--- src/rtl/qsort_pkg.sv ---
// Package: shared types and constants for the quicksort array sorter
package qsort_pkg;
    localparam int MaxItemsDefault = 64;
    localparam int WordBitsDefault = 32;
    localparam logic [15:0] LfsrSeed = 16'hACE1;
    localparam logic [15:0] LfsrTaps = 16'hB400;

    typedef struct packed {
        logic [WordBitsDefault-1:0] value;
        logic                       last_item;
    } in_item_t;

    typedef struct packed {
        logic [WordBitsDefault-1:0] sorted_value;
        logic                       last_result;
        logic                       overflow;
    } out_item_t;

    function automatic logic [15:0] lfsr_step(input logic [15:0] s);
        logic [15:0] n;
        n = {1'b0, s[15:1]};
        if (s[0])
        begin
            n = n ^ LfsrTaps;
        end
        return n;
    endfunction
endpackage

--- src/rtl/quicksort_array_sorter.sv ---
// Top level: quicksort array sorter with Lomuto partitioning
// Usage:
//   Input channel (valid/ready, payload in_item_t): one word per request,
//   last_item on the final word of a set. Words beyond MAX_ITEMS are dropped
//   and every result of that burst carries overflow.
//   Output channel (valid/ready, out_item_t): the set in ascending unsigned
//   order, last_result on the greatest word.
//   Loading accepts one word per cycle. After the marked word the sort runs on
//   the item memory (one write port, one read port): each compare is a read,
//   then a decision; each swap adds two reads and two writes; and each
//   partition adds a pivot swap, a closing swap and bookkeeping.
//   Unload takes one read per word; a stall holds the output register and
//   the sequencer. No new words are taken during sort or unload; loading
//   resumes while the greatest word still waits in the output register.
//   Reset clears counts, stack pointer, overflow flag and loads the LFSR
//   seed; the memory needs no clearing.
module quicksort_array_sorter
    import qsort_pkg::*;
#(
    parameter int MAX_ITEMS = MaxItemsDefault
)
(
    input  logic      clk,
    input  logic      rst_n,
    input  logic      in_valid,
    output logic      in_ready,
    input  in_item_t  in_item,
    output logic      out_valid,
    input  logic      out_ready,
    output out_item_t out_item
);
    localparam int WORD_BITS = WordBitsDefault;
    localparam int AW = (MAX_ITEMS > 1) ? $clog2(MAX_ITEMS) : 1;
    localparam int CW = $clog2(MAX_ITEMS + 1);
    localparam int SD = AW + 1;
    localparam int SPW = $clog2(SD + 1);

    localparam logic [3:0] S_LOAD  = 4'd0;
    localparam logic [3:0] S_POP   = 4'd1;
    localparam logic [3:0] S_PIV   = 4'd2;
    localparam logic [3:0] S_SW1   = 4'd3;
    localparam logic [3:0] S_SW2   = 4'd4;
    localparam logic [3:0] S_SCAN  = 4'd5;
    localparam logic [3:0] S_CMP   = 4'd6;
    localparam logic [3:0] S_XW1   = 4'd7;
    localparam logic [3:0] S_XW2   = 4'd8;
    localparam logic [3:0] S_SPLIT = 4'd9;
    localparam logic [3:0] S_ORD   = 4'd10;
    localparam logic [3:0] S_ORDW  = 4'd11;
    localparam logic [3:0] S_OUT   = 4'd12;
    localparam logic [3:0] S_RD    = 4'd13;

    logic [3:0] state_reg;
    logic [CW-1:0] count_reg;
    logic overflow_reg;
    logic [15:0] lfsr_reg;
    logic [AW-1:0] lo_reg, hi_reg, place_reg, k_reg, swa_reg, swb_reg;
    logic [WORD_BITS-1:0] pivot_reg, wa_reg, wb_reg;
    logic [3:0] ret_reg;
    logic [AW-1:0] stk_lo [SD];
    logic [AW-1:0] stk_hi [SD];
    logic [SPW-1:0] sp_reg;
    logic [CW-1:0] oidx_reg;
    logic ovalid_reg;
    out_item_t oitem_reg;

    logic we;
    logic [AW-1:0] waddr, raddr;
    logic [WORD_BITS-1:0] wdata, rdata;
    logic [15:0] lfsr_n;
    logic [AW+15:0] prod;
    logic [AW:0] len;
    logic [AW-1:0] ridx, left, right;

    qsort_store #(.MAX_ITEMS(MAX_ITEMS), .WORD_BITS(WORD_BITS)) u_store (
        .clk(clk), .we(we), .waddr(waddr), .wdata(wdata), .raddr(raddr), .rdata(rdata)
    );

    assign lfsr_n = lfsr_step(lfsr_reg);
    assign len = {1'b0, hi_reg} - {1'b0, lo_reg} + 1'b1;
    assign prod = (AW + 16)'(lfsr_n) * (AW + 16)'(len);
    assign ridx = lo_reg + prod[AW+15:16];
    assign left = place_reg - lo_reg;
    assign right = hi_reg - place_reg;

    assign in_ready = (state_reg == S_LOAD);
    assign out_valid = ovalid_reg;
    assign out_item = oitem_reg;

    always_comb
    begin
        we = 1'b0;
        waddr = count_reg[AW-1:0];
        wdata = in_item.value;
        raddr = k_reg;
        case (state_reg)
            S_LOAD:
            begin
                we = in_valid && (count_reg < CW'(MAX_ITEMS));
            end
            S_SW1:
            begin
                raddr = swa_reg;
            end
            S_PIV:
            begin
                raddr = swb_reg;
            end
            S_SW2:
            begin
                we = 1'b1;
                waddr = swa_reg;
                wdata = wb_reg;
            end
            S_XW2:
            begin
                we = 1'b1;
                waddr = swb_reg;
                wdata = wa_reg;
            end
            S_RD, S_OUT:
            begin
                raddr = oidx_reg[AW-1:0];
            end
            default:
            begin
            end
        endcase
    end

    // swap sequence: S_SW1 reads a, S_PIV latches a/reads b, S_XW1 latches b,
    // S_SW2 writes a, S_XW2 writes b, then branches on ret_reg
    always_ff @(posedge clk or negedge rst_n)
    begin
        if (!rst_n)
        begin
            state_reg <= S_LOAD;
            count_reg <= '0;
            overflow_reg <= 1'b0;
            lfsr_reg <= LfsrSeed;
            sp_reg <= '0;
            ovalid_reg <= 1'b0;
            oidx_reg <= '0;
        end
        else
        begin
            if (ovalid_reg && out_ready)
            begin
                ovalid_reg <= 1'b0;
            end
            case (state_reg)
                S_LOAD:
                begin
                    if (in_valid)
                    begin
                        if (count_reg < CW'(MAX_ITEMS))
                        begin
                            count_reg <= count_reg + 1'b1;
                        end
                        else
                        begin
                            overflow_reg <= 1'b1;
                        end
                        if (in_item.last_item)
                        begin
                            oidx_reg <= '0;
                            if (count_reg >= CW'(1))
                            begin
                                lo_reg <= '0;
                                hi_reg <= (count_reg < CW'(MAX_ITEMS)) ?
                                          count_reg[AW-1:0] : AW'(MAX_ITEMS - 1);
                                state_reg <= S_SPLIT;
                                sp_reg <= '0;
                            end
                            else
                            begin
                                state_reg <= S_RD;
                            end
                        end
                    end
                end
                S_POP:
                begin
                    if (sp_reg == '0)
                    begin
                        state_reg <= S_RD;
                    end
                    else
                    begin
                        lo_reg <= stk_lo[sp_reg - 1'b1];
                        hi_reg <= stk_hi[sp_reg - 1'b1];
                        sp_reg <= sp_reg - 1'b1;
                        state_reg <= S_SPLIT;
                    end
                end
                S_SPLIT:
                begin
                    if (lo_reg < hi_reg)
                    begin
                        lfsr_reg <= lfsr_n;
                        swa_reg <= hi_reg;
                        swb_reg <= ridx;
                        k_reg <= hi_reg;
                        ret_reg <= S_ORD;
                        state_reg <= S_SW1;
                    end
                    else
                    begin
                        state_reg <= S_POP;
                    end
                end
                S_SW1:
                begin
                    state_reg <= S_PIV;
                end
                S_PIV:
                begin
                    wa_reg <= rdata;
                    state_reg <= S_XW1;
                end
                S_XW1:
                begin
                    wb_reg <= rdata;
                    state_reg <= S_SW2;
                end
                S_SW2:
                begin
                    state_reg <= S_XW2;
                end
                S_XW2:
                begin
                    if (ret_reg == S_ORD)
                    begin
                        pivot_reg <= wb_reg;
                        place_reg <= lo_reg;
                        k_reg <= lo_reg;
                        state_reg <= S_SCAN;
                    end
                    else if (ret_reg == S_SCAN)
                    begin
                        place_reg <= place_reg + 1'b1;
                        k_reg <= k_reg + 1'b1;
                        state_reg <= S_SCAN;
                    end
                    else
                    begin
                        state_reg <= S_ORDW;
                    end
                end
                S_SCAN:
                begin
                    if (k_reg == hi_reg)
                    begin
                        swa_reg <= place_reg;
                        swb_reg <= hi_reg;
                        k_reg <= place_reg;
                        ret_reg <= S_ORDW;
                        state_reg <= S_SW1;
                    end
                    else
                    begin
                        state_reg <= S_CMP;
                    end
                end
                S_CMP:
                begin
                    if (rdata <= pivot_reg)
                    begin
                        if (place_reg == k_reg)
                        begin
                            place_reg <= place_reg + 1'b1;
                            k_reg <= k_reg + 1'b1;
                            state_reg <= S_SCAN;
                        end
                        else
                        begin
                            swa_reg <= place_reg;
                            swb_reg <= k_reg;
                            ret_reg <= S_SCAN;
                            state_reg <= S_SW1;
                        end
                    end
                    else
                    begin
                        k_reg <= k_reg + 1'b1;
                        state_reg <= S_SCAN;
                    end
                end
                S_ORDW:
                begin
                    if (left < right)
                    begin
                        if (right > AW'(1))
                        begin
                            stk_lo[sp_reg] <= place_reg + 1'b1;
                            stk_hi[sp_reg] <= hi_reg;
                            sp_reg <= sp_reg + 1'b1;
                        end
                        if (left == '0)
                        begin
                            state_reg <= S_POP;
                        end
                        else
                        begin
                            hi_reg <= place_reg - 1'b1;
                            state_reg <= S_SPLIT;
                        end
                    end
                    else
                    begin
                        if (left > AW'(1))
                        begin
                            stk_lo[sp_reg] <= lo_reg;
                            stk_hi[sp_reg] <= place_reg - 1'b1;
                            sp_reg <= sp_reg + 1'b1;
                        end
                        // pivot at the top of the range: nothing right of it
                        if (right == '0)
                        begin
                            state_reg <= S_POP;
                        end
                        else
                        begin
                            lo_reg <= place_reg + 1'b1;
                            state_reg <= S_SPLIT;
                        end
                    end
                end
                S_RD:
                begin
                    if (!ovalid_reg || out_ready)
                    begin
                        state_reg <= S_OUT;
                    end
                end
                S_OUT:
                begin
                    ovalid_reg <= 1'b1;
                    oitem_reg.sorted_value <= rdata;
                    oitem_reg.last_result <= (oidx_reg + 1'b1 >= count_reg);
                    oitem_reg.overflow <= overflow_reg;
                    if (oidx_reg + 1'b1 >= count_reg)
                    begin
                        count_reg <= '0;
                        overflow_reg <= 1'b0;
                        sp_reg <= '0;
                        state_reg <= S_LOAD;
                    end
                    else
                    begin
                        oidx_reg <= oidx_reg + 1'b1;
                        state_reg <= S_RD;
                    end
                end
                default:
                begin
                    state_reg <= S_LOAD;
                end
            endcase
        end
    end
endmodule

--- src/rtl/qsort_store.sv ---
// Item memory: one write port, one registered read port
module qsort_store
    import qsort_pkg::*;
#(
    parameter int MAX_ITEMS = MaxItemsDefault,
    parameter int WORD_BITS = WordBitsDefault,
    localparam int AW = (MAX_ITEMS > 1) ? $clog2(MAX_ITEMS) : 1
)
(
    input  logic                 clk,
    input  logic                 we,
    input  logic [AW-1:0]        waddr,
    input  logic [WORD_BITS-1:0] wdata,
    input  logic [AW-1:0]        raddr,
    output logic [WORD_BITS-1:0] rdata
);
    logic [WORD_BITS-1:0] mem [MAX_ITEMS];

    always_ff @(posedge clk)
    begin
        if (we)
        begin
            mem[waddr] <= wdata;
        end
        rdata <= mem[raddr];
    end
endmodule

--- config.mk ---
export PLATFORM = sky130hd
export DESIGN_NAME = quicksort_array_sorter
export DESIGN_NICKNAME = d
export VERILOG_FILES = /design/src/rtl/qsort_pkg.sv /design/src/rtl/quicksort_array_sorter.sv /design/src/rtl/qsort_store.sv
export SDC_FILE = /design/constraint.sdc
export NUM_CORES = 2
export LEC_CHECK = 0
export CELL_PAD_IN_SITES_DETAIL_PLACEMENT = 0
export CELL_PAD_IN_SITES_GLOBAL_PLACEMENT = 2
export CORE_MARGIN = 2
export CORE_UTILIZATION = 32
export DETAILED_ROUTE_END_ITERATION = 16
export DONT_BUFFER_PORTS = 1
export GPL_ROUTABILITY_DRIVEN = 0
export PLACE_DENSITY = 0.53
export SLEW_MARGIN = 20
export SYNTH_ARGS = -nofsm -noshare
export SYNTH_HDL_FRONTEND = slang
export SYNTH_HIERARCHICAL = 1
export SYNTH_SLANG_ARGS = --single-unit
--- constraint.sdc ---
create_clock -name clk -period 10.57 [get_ports clk]
set_clock_uncertainty 0.15 [all_clocks]
set_input_delay 2.114 -clock clk [delete_from_list [all_inputs] [get_ports clk]]
set_output_delay 2.114 -clock clk [all_outputs]
set_load 0.01 [all_outputs]
## Word-level counts from Yosys, hierarchy flattened

Memories as Yosys holds them, arrays and structs flattened. A register that Yosys moved wholly into a read port is not among the register bits.
Cells that the tools add are included.

| storage, ports and cells | value |
|---|---|
| bits in registers | 209 |
| input port bits | 37 |
| word-level logic and storage cells | 215 |
| memory bits (writable) | 2132 |
| output and inout bits | 36 |
| memories kept | 3 |

Memories:

| memory | depth | width | rd ports | clocked after memory_dff | wr ports | line | source |
|---|---|---|---|---|---|---|---|
| u_store.mem | 64 | 32 | 1 | 1 | 1 | qsort_store.sv:17 | `logic [WORD_BITS-1:0] mem [MAX_ITEMS];` |
| stk_hi | 7 | 6 | 1 | 0 | 1 | quicksort_array_sorter.sv:61 | `logic [AW-1:0] stk_hi [SD];` |
| stk_lo | 7 | 6 | 1 | 0 | 1 | quicksort_array_sorter.sv:60 | `logic [AW-1:0] stk_lo [SD];` |

| cells by class | value |
|---|---|
| add/subtract/negate cells | 12 |
| bitwise gates (word level) | 3 |
| reductions and logical operators | 34 |
| multiplexer cells | 96 |
| multipliers | 1 |
| equality and inequality tests | 38 |
| magnitude comparators | 8 |

Operators with widths:

| cell | count |
|---|---|
| 2-to-1 mux 6 bit | 31 |
| one-hot mux 6 bit (3 select lines) | 5 |
| one-hot mux 32 bit (2 select lines) | 1 |
| 2-to-1 mux 4 bit | 14 |
| one-hot mux 4 bit (13 select lines) | 1 |
| 2-to-1 mux 7 bit | 6 |
| 2-to-1 mux 3 bit | 12 |
| <= comparator 32 bit | 1 |
| inequality test 2 bit (second input constant) | 15 |
| one-hot mux 7 bit (2 select lines) | 2 |
| equality test 4 bit (second input constant) | 6 |
| one-hot mux 6 bit (2 select lines) | 2 |
| one-hot mux 6 bit (4 select lines) | 1 |
| AND reduction 8 bit | 3 |
| multiplier 16 x 7 -> 22 bit | 1 |
| adder 7 x 1 -> 7 bit (second input constant) | 3 |
| equality test 4 x 3 -> 1 bit (second input constant) | 5 |
| 2-to-1 mux 16 bit | 1 |
| 2-to-1 mux 1 bit | 15 |
| adder 6 x 1 -> 6 bit (second input constant) | 2 |
| equality test 6 bit | 2 |
| > comparator 6 x 1 -> 1 bit (second input constant) | 2 |
| zero test 6 bit | 2 |
| less-than comparator 6 bit | 2 |
| 33 further kinds | 57 |

## Longest topological paths before layout

| logic depth | value |
|---|---|
| depth after elaboration | 8 |
| gate-level depth with buffers | 37 |
| gate-level depth less buffers | 37 |

## Modules after synthesis

The synthesis kept the hierarchy.

By module, submodules not included:

| module | area each (um2) | cells each | times used | sequential area each (um2) |
|---|---|---|---|---|
| qsort_store | 79039.6 | 3511 | 1 | 62139.6 |
| quicksort_array_sorter | 17685.7 | 1579 | 1 | 8583.2 |

## Worst setup path after synthesis

OpenSTA, ideal clock, no wires.

| timing path | value |
|---|---|
| kind | reg2reg |
| start point | register hi_reg[1] |
| end point | register swb_reg[5], data pin |
| required time | 10158 ps |
| arrival time | 6903 ps |
| cell stages (with the launch flop) | 35 |
| path buffers | 1 |
| path slack | 3255 ps |
| library setup time | 262 ps |
| period minus slack after synthesis | 7315 ps |
| cell sequence | edfxtp_1 inv_1 ha_1 inv_1 ha_1 inv_1 fa_1 nor2b_1 o21ai_0 nand2_1 xor2_1 clkbuf_1 nand2_1 fa_1 fa_1 inv_1 fa_1 inv_1 fa_1 inv_1 ha_1 a21o_1 a21oi_1 o2111a_1 a221oi_2 nor2_1 ha_1 a21o_1 a21oi_1 o21bai_1 a21oi_1 xnor2_1 xnor2_1 xnor2_1 o21ai_1 |

| between the ends | value |
|---|---|
| cells in the longest elaborated chain, start to end | 6 |

Ends and longest elaborated chain:

| item | line | source |
|---|---|---|
| from (decl) | quicksort_array_sorter.sv:57 | `logic [AW-1:0] lo_reg, hi_reg, place_reg, k_reg, swa_reg, swb_reg;` |
| from (signal assigned) | quicksort_array_sorter.sv:170 | `hi_reg <= (count_reg < CW'(MAX_ITEMS)) ?` |
| from (signal assigned) | quicksort_array_sorter.sv:191 | `hi_reg <= stk_hi[sp_reg - 1'b1];` |
| from (signal assigned) | quicksort_array_sorter.sv:305 | `hi_reg <= place_reg - 1'b1;` |
| subtractor 6 x 6 -> 7 bit | quicksort_array_sorter.sv:80 | `assign len = {1'b0, hi_reg} - {1'b0, lo_reg} + 1'b1;` |
| adder 7 x 1 -> 7 bit | quicksort_array_sorter.sv:80 |  |
| multiplier 16 x 7 -> 22 bit | quicksort_array_sorter.sv:81 | `assign prod = (AW + 16)'(lfsr_n) * (AW + 16)'(len);` |
| adder 6 bit | quicksort_array_sorter.sv:82 | `assign ridx = lo_reg + prod[AW+15:16];` |
| 2-to-1 mux 6 bit | quicksort_array_sorter.sv:198 | `if (lo_reg < hi_reg)` |
| one-hot mux 6 bit (3 select lines) | quicksort_array_sorter.sv:151 | `case (state_reg)` |
| to (signal assigned) | quicksort_array_sorter.sv:202 | `swb_reg <= ridx;` |
| to (signal assigned) | quicksort_array_sorter.sv:255 | `swb_reg <= hi_reg;` |
| to (signal assigned) | quicksort_array_sorter.sv:278 | `swb_reg <= k_reg;` |
| to (decl) | quicksort_array_sorter.sv:57 |  |

No other way between the ends. The select of a mux whose other input is x is not followed.
A chain may end at the register's enable or synchronous reset.

## Worst setup path after layout

Ends and elaborated chain as after synthesis.

==> impl_metrics.json <==
{
  "grt_max_degree": 87,
  "final_cell_mix": "edfxtp_1, mux4_2, clkbuf_16",
  "synthFlopType": "edfxtp_1",
  "antenna_found_initial": 25,
  "start_kind": "register",
  "grt_pass1_vias": 51159,
  "largest_reg_flops": 2048,
  "slowest_stage": "fa_1",
  "fin_setup_tns_ns": 0,
  "async_flop_share_pct": 1.64,
  "ant_nets": 0,
  "die_x_microns": 554,
  "cts.htree.levels": 5,
  "syn_area_sq_mm": 0.0967,
  "regMostFlops": "u_store/mem",
  "hold_path_class": "reg -> reg",
  "clock_sinks": 2372,
  "syn-mean-instance-area_sq_um": 19.0,
  "synth.top_cell.area_share_pct": 71.4,
  "top_regs": "u_store/mem: 2048 flops, stk_hi: 42 flops, stk_lo: 42 flops",
  "routedWlPerCell_microns": 30.0,
  "hold_viol": 0,
  "dp_cells": 8952,
  "synth_nets": 5321,
  "powerDensity_mw_per_mm2": 303,
  "maxCapViolations": 0,
  "die_h_microns": 554,
  "fmax_mhz": 125,
  "met3_usage_pct": 3.22,
  "netlist_top_cells_area": "edfxtp_1, mux4_2, mux2i_1, ha_1, fa_1",
  "grt_overflow": 0,
  "leakage_uw": 0.0359,
  "pin_count": 73,
  "post-route-min-period_ns": 8.00,
  "ys_ff_latch": 2372,
  "min_period_over_period_pct": 75.7,
  "cp-end-kind": "register",
  "syn2layout_area_growth_pct": 14.4,
  "track_usage_pct": 18.3,
  "grt_pass1_wl_mm": 400,
  "remaining_drc_errors": 0,
  "regArea_sq_mm": 0.0707,
  "instances_no_fill": 9432,
  "status": "complete, no violations",
  "root_buffer": "clkbuf_16",
  "utilization_pct": 36.8,
  "rsz0062_at_grt": "no",
  "cpPeakStageDelay_ns": 1.06,
  "synth_edf_count": 2301,
  "vias_per_cell": 5.21,
  "start_util_pct": 32.2,
  "setup_viol": 0,
  "required_ns": 11.00,
  "clk_pin_slew_ns": 0.06,
  "critPathTopFamily": "adder cells",
  "ctsResizeCount": 0,
  "grtUsageMet1_pct": 26.6,
  "layout-drive-gt1-share_pct": 21.1,
  "nFillCells": 27826,
  "yosys_warnings": 6,
  "vias": 49136,
  "seq_area_frac_synth_pct": 73.1,
  "hold_buffers": 0,
  "clock_path_buffers": 4,
  "port-buffer-count": 0,
  "final_common_cell": "edfxtp_1",
  "ir_worst_vdd_uv": 243,
  "ys_types": 80,
  "dieArea_sq_mm": 0.307,
  "path_buf_inv": 6,
  "final-max-slew-violation-count": 0,
  "max_slew.worst_pin.slew_ns": 1.18,
  "cts_buffers": 272,
  "first_pass_iters": 5,
  "worst_slack_ns": 2.57,
  "drt-initial-drc-count": 4902,
  "grt_use_met2_pct": 28.7,
  "core-area_sq_mm": 0.300,
  "yosys.area.top_type": "edfxtp_1",
  "drt-total-wl_mm": 283,
  "dpl.hpwl_mm": 161,
  "arrival_ns": 8.43,
  "syn_inst": 5090,
  "post_cts_buffers": 0,
  "worstPathMaxFanout": 16,
  "placementRows": 201,
  "path_class": "reg -> reg",
  "multi_input_area_sq_mm": 0.0244,
  "busiest_layer": "met2",
  "slew_headroom_pct": 21.2,
  "insertion_delay_ns": 0.89,
  "cts_tree": "done",
  "nNetsFinal": 5499,
  "preCtsSetupSlack_ns": 2.53,
  "whs_ns": 0.288,
  "cp_common_cell": "inv_1"
}
==> final timing paths <==
check,depth (start not counted),to,from,slack (ns)
setup / recovery,29,swb_reg[5],hi_reg[1],2.57
hold / removal,0,pivot_reg[6],wb_reg[6],0.29
setup reg to reg,29,swb_reg[5],hi_reg[1],2.57
hold reg to reg,0,pivot_reg[6],wb_reg[6],0.29
max in group asynchronous,0,lfsr_reg[10],rst_n,9.27
min in group asynchronous,0,lfsr_reg[14],rst_n,0.80
==> cell usage after synthesis (14+ instances only) <==
cell type     n
a211oi_1     42
a21o_1       17
a21oi_1      97
a22oi_1     169
a31oi_1      27
and2_1       46
and4_1       14
buf_2        60
buf_4        29
buf_6        33
clkbuf_1    127
dfrtp_1      31
dfxtp_1      32
edfxtp_1   2301
fa_1         71
ha_1        123
inv_1       191
mux2_2       17
mux2i_1     206
mux4_2      458
nand2_1     228
nand2b_1     35
nand3_1      62
nor2_1      172
nor2b_1      30
nor3_1       31
o211ai_1     15
o21ai_0      86
o221ai_1     22
o22ai_1      50
xnor2_1      39
xor2_1       19
==> logic make-up after synthesis <==
logic type	Yosys count	synth area share, %
buffers and inverters	461	2.36
AND/OR/NAND/NOR	685	3.35
flip-flops	2372	73.1
multiplexers	682	13.0
AO/OA/AOI/OAI	637	4.57
adder cells (fa/ha/maj)	194	3.06
XOR/XNOR	59	0.542
==> report_power, final <==
group          switching, uW  total [uW]  internal [uW]
registers                325       12100          11800
clock network           3780        9040           5260
logic                   8230       12400           4150
==> stage by stage <==
step / instance area, sq um / power, uW
5_1_grt: 111000 / 35100
2_1_floorplan: 96700 / 19800
4_1_cts: 111000 / 34000
3_3_place_gp: 102000 / 24900
6_report: 111000 / 33600
3_5_place_dp: 102000 / 24900
==> area by class of cell <==
| class | count | area share, % |
|---|---|---|
| Antenna cell | 11 | 0.0249 |
| Sequential cell | 2372 | 63.9 |
| Clock inverter | 123 | 1.02 |
| Clock buffer | 346 | 6.57 |
| Multi-Input combinational cell | 2257 | 22.1 |
| Timing Repair Buffer | 174 | 1.26 |
| Tap cell | 3958 | 4.48 |
| Inverter | 191 | 0.648 |
==> routing by layer <==
metal  vias to the layer above  wire length [microns]
li1                      20897                      -
met4                         0                   4870
met5                         -                      0
met1                     26663                 130000
met2                      1268                 130000
met3                       308                  16900
==> worst register-to-register path, delay by kind of cell (launching register included) <==
family	cells	cell delay [ns]
fa+ha+maj	9	4.12
xor+xnor	3	0.44
flops	1	0.52
buf+inv	6	0.47
simple gates	2	0.39
compound gates	9	1.67
(Power assumes the default switching activity.)
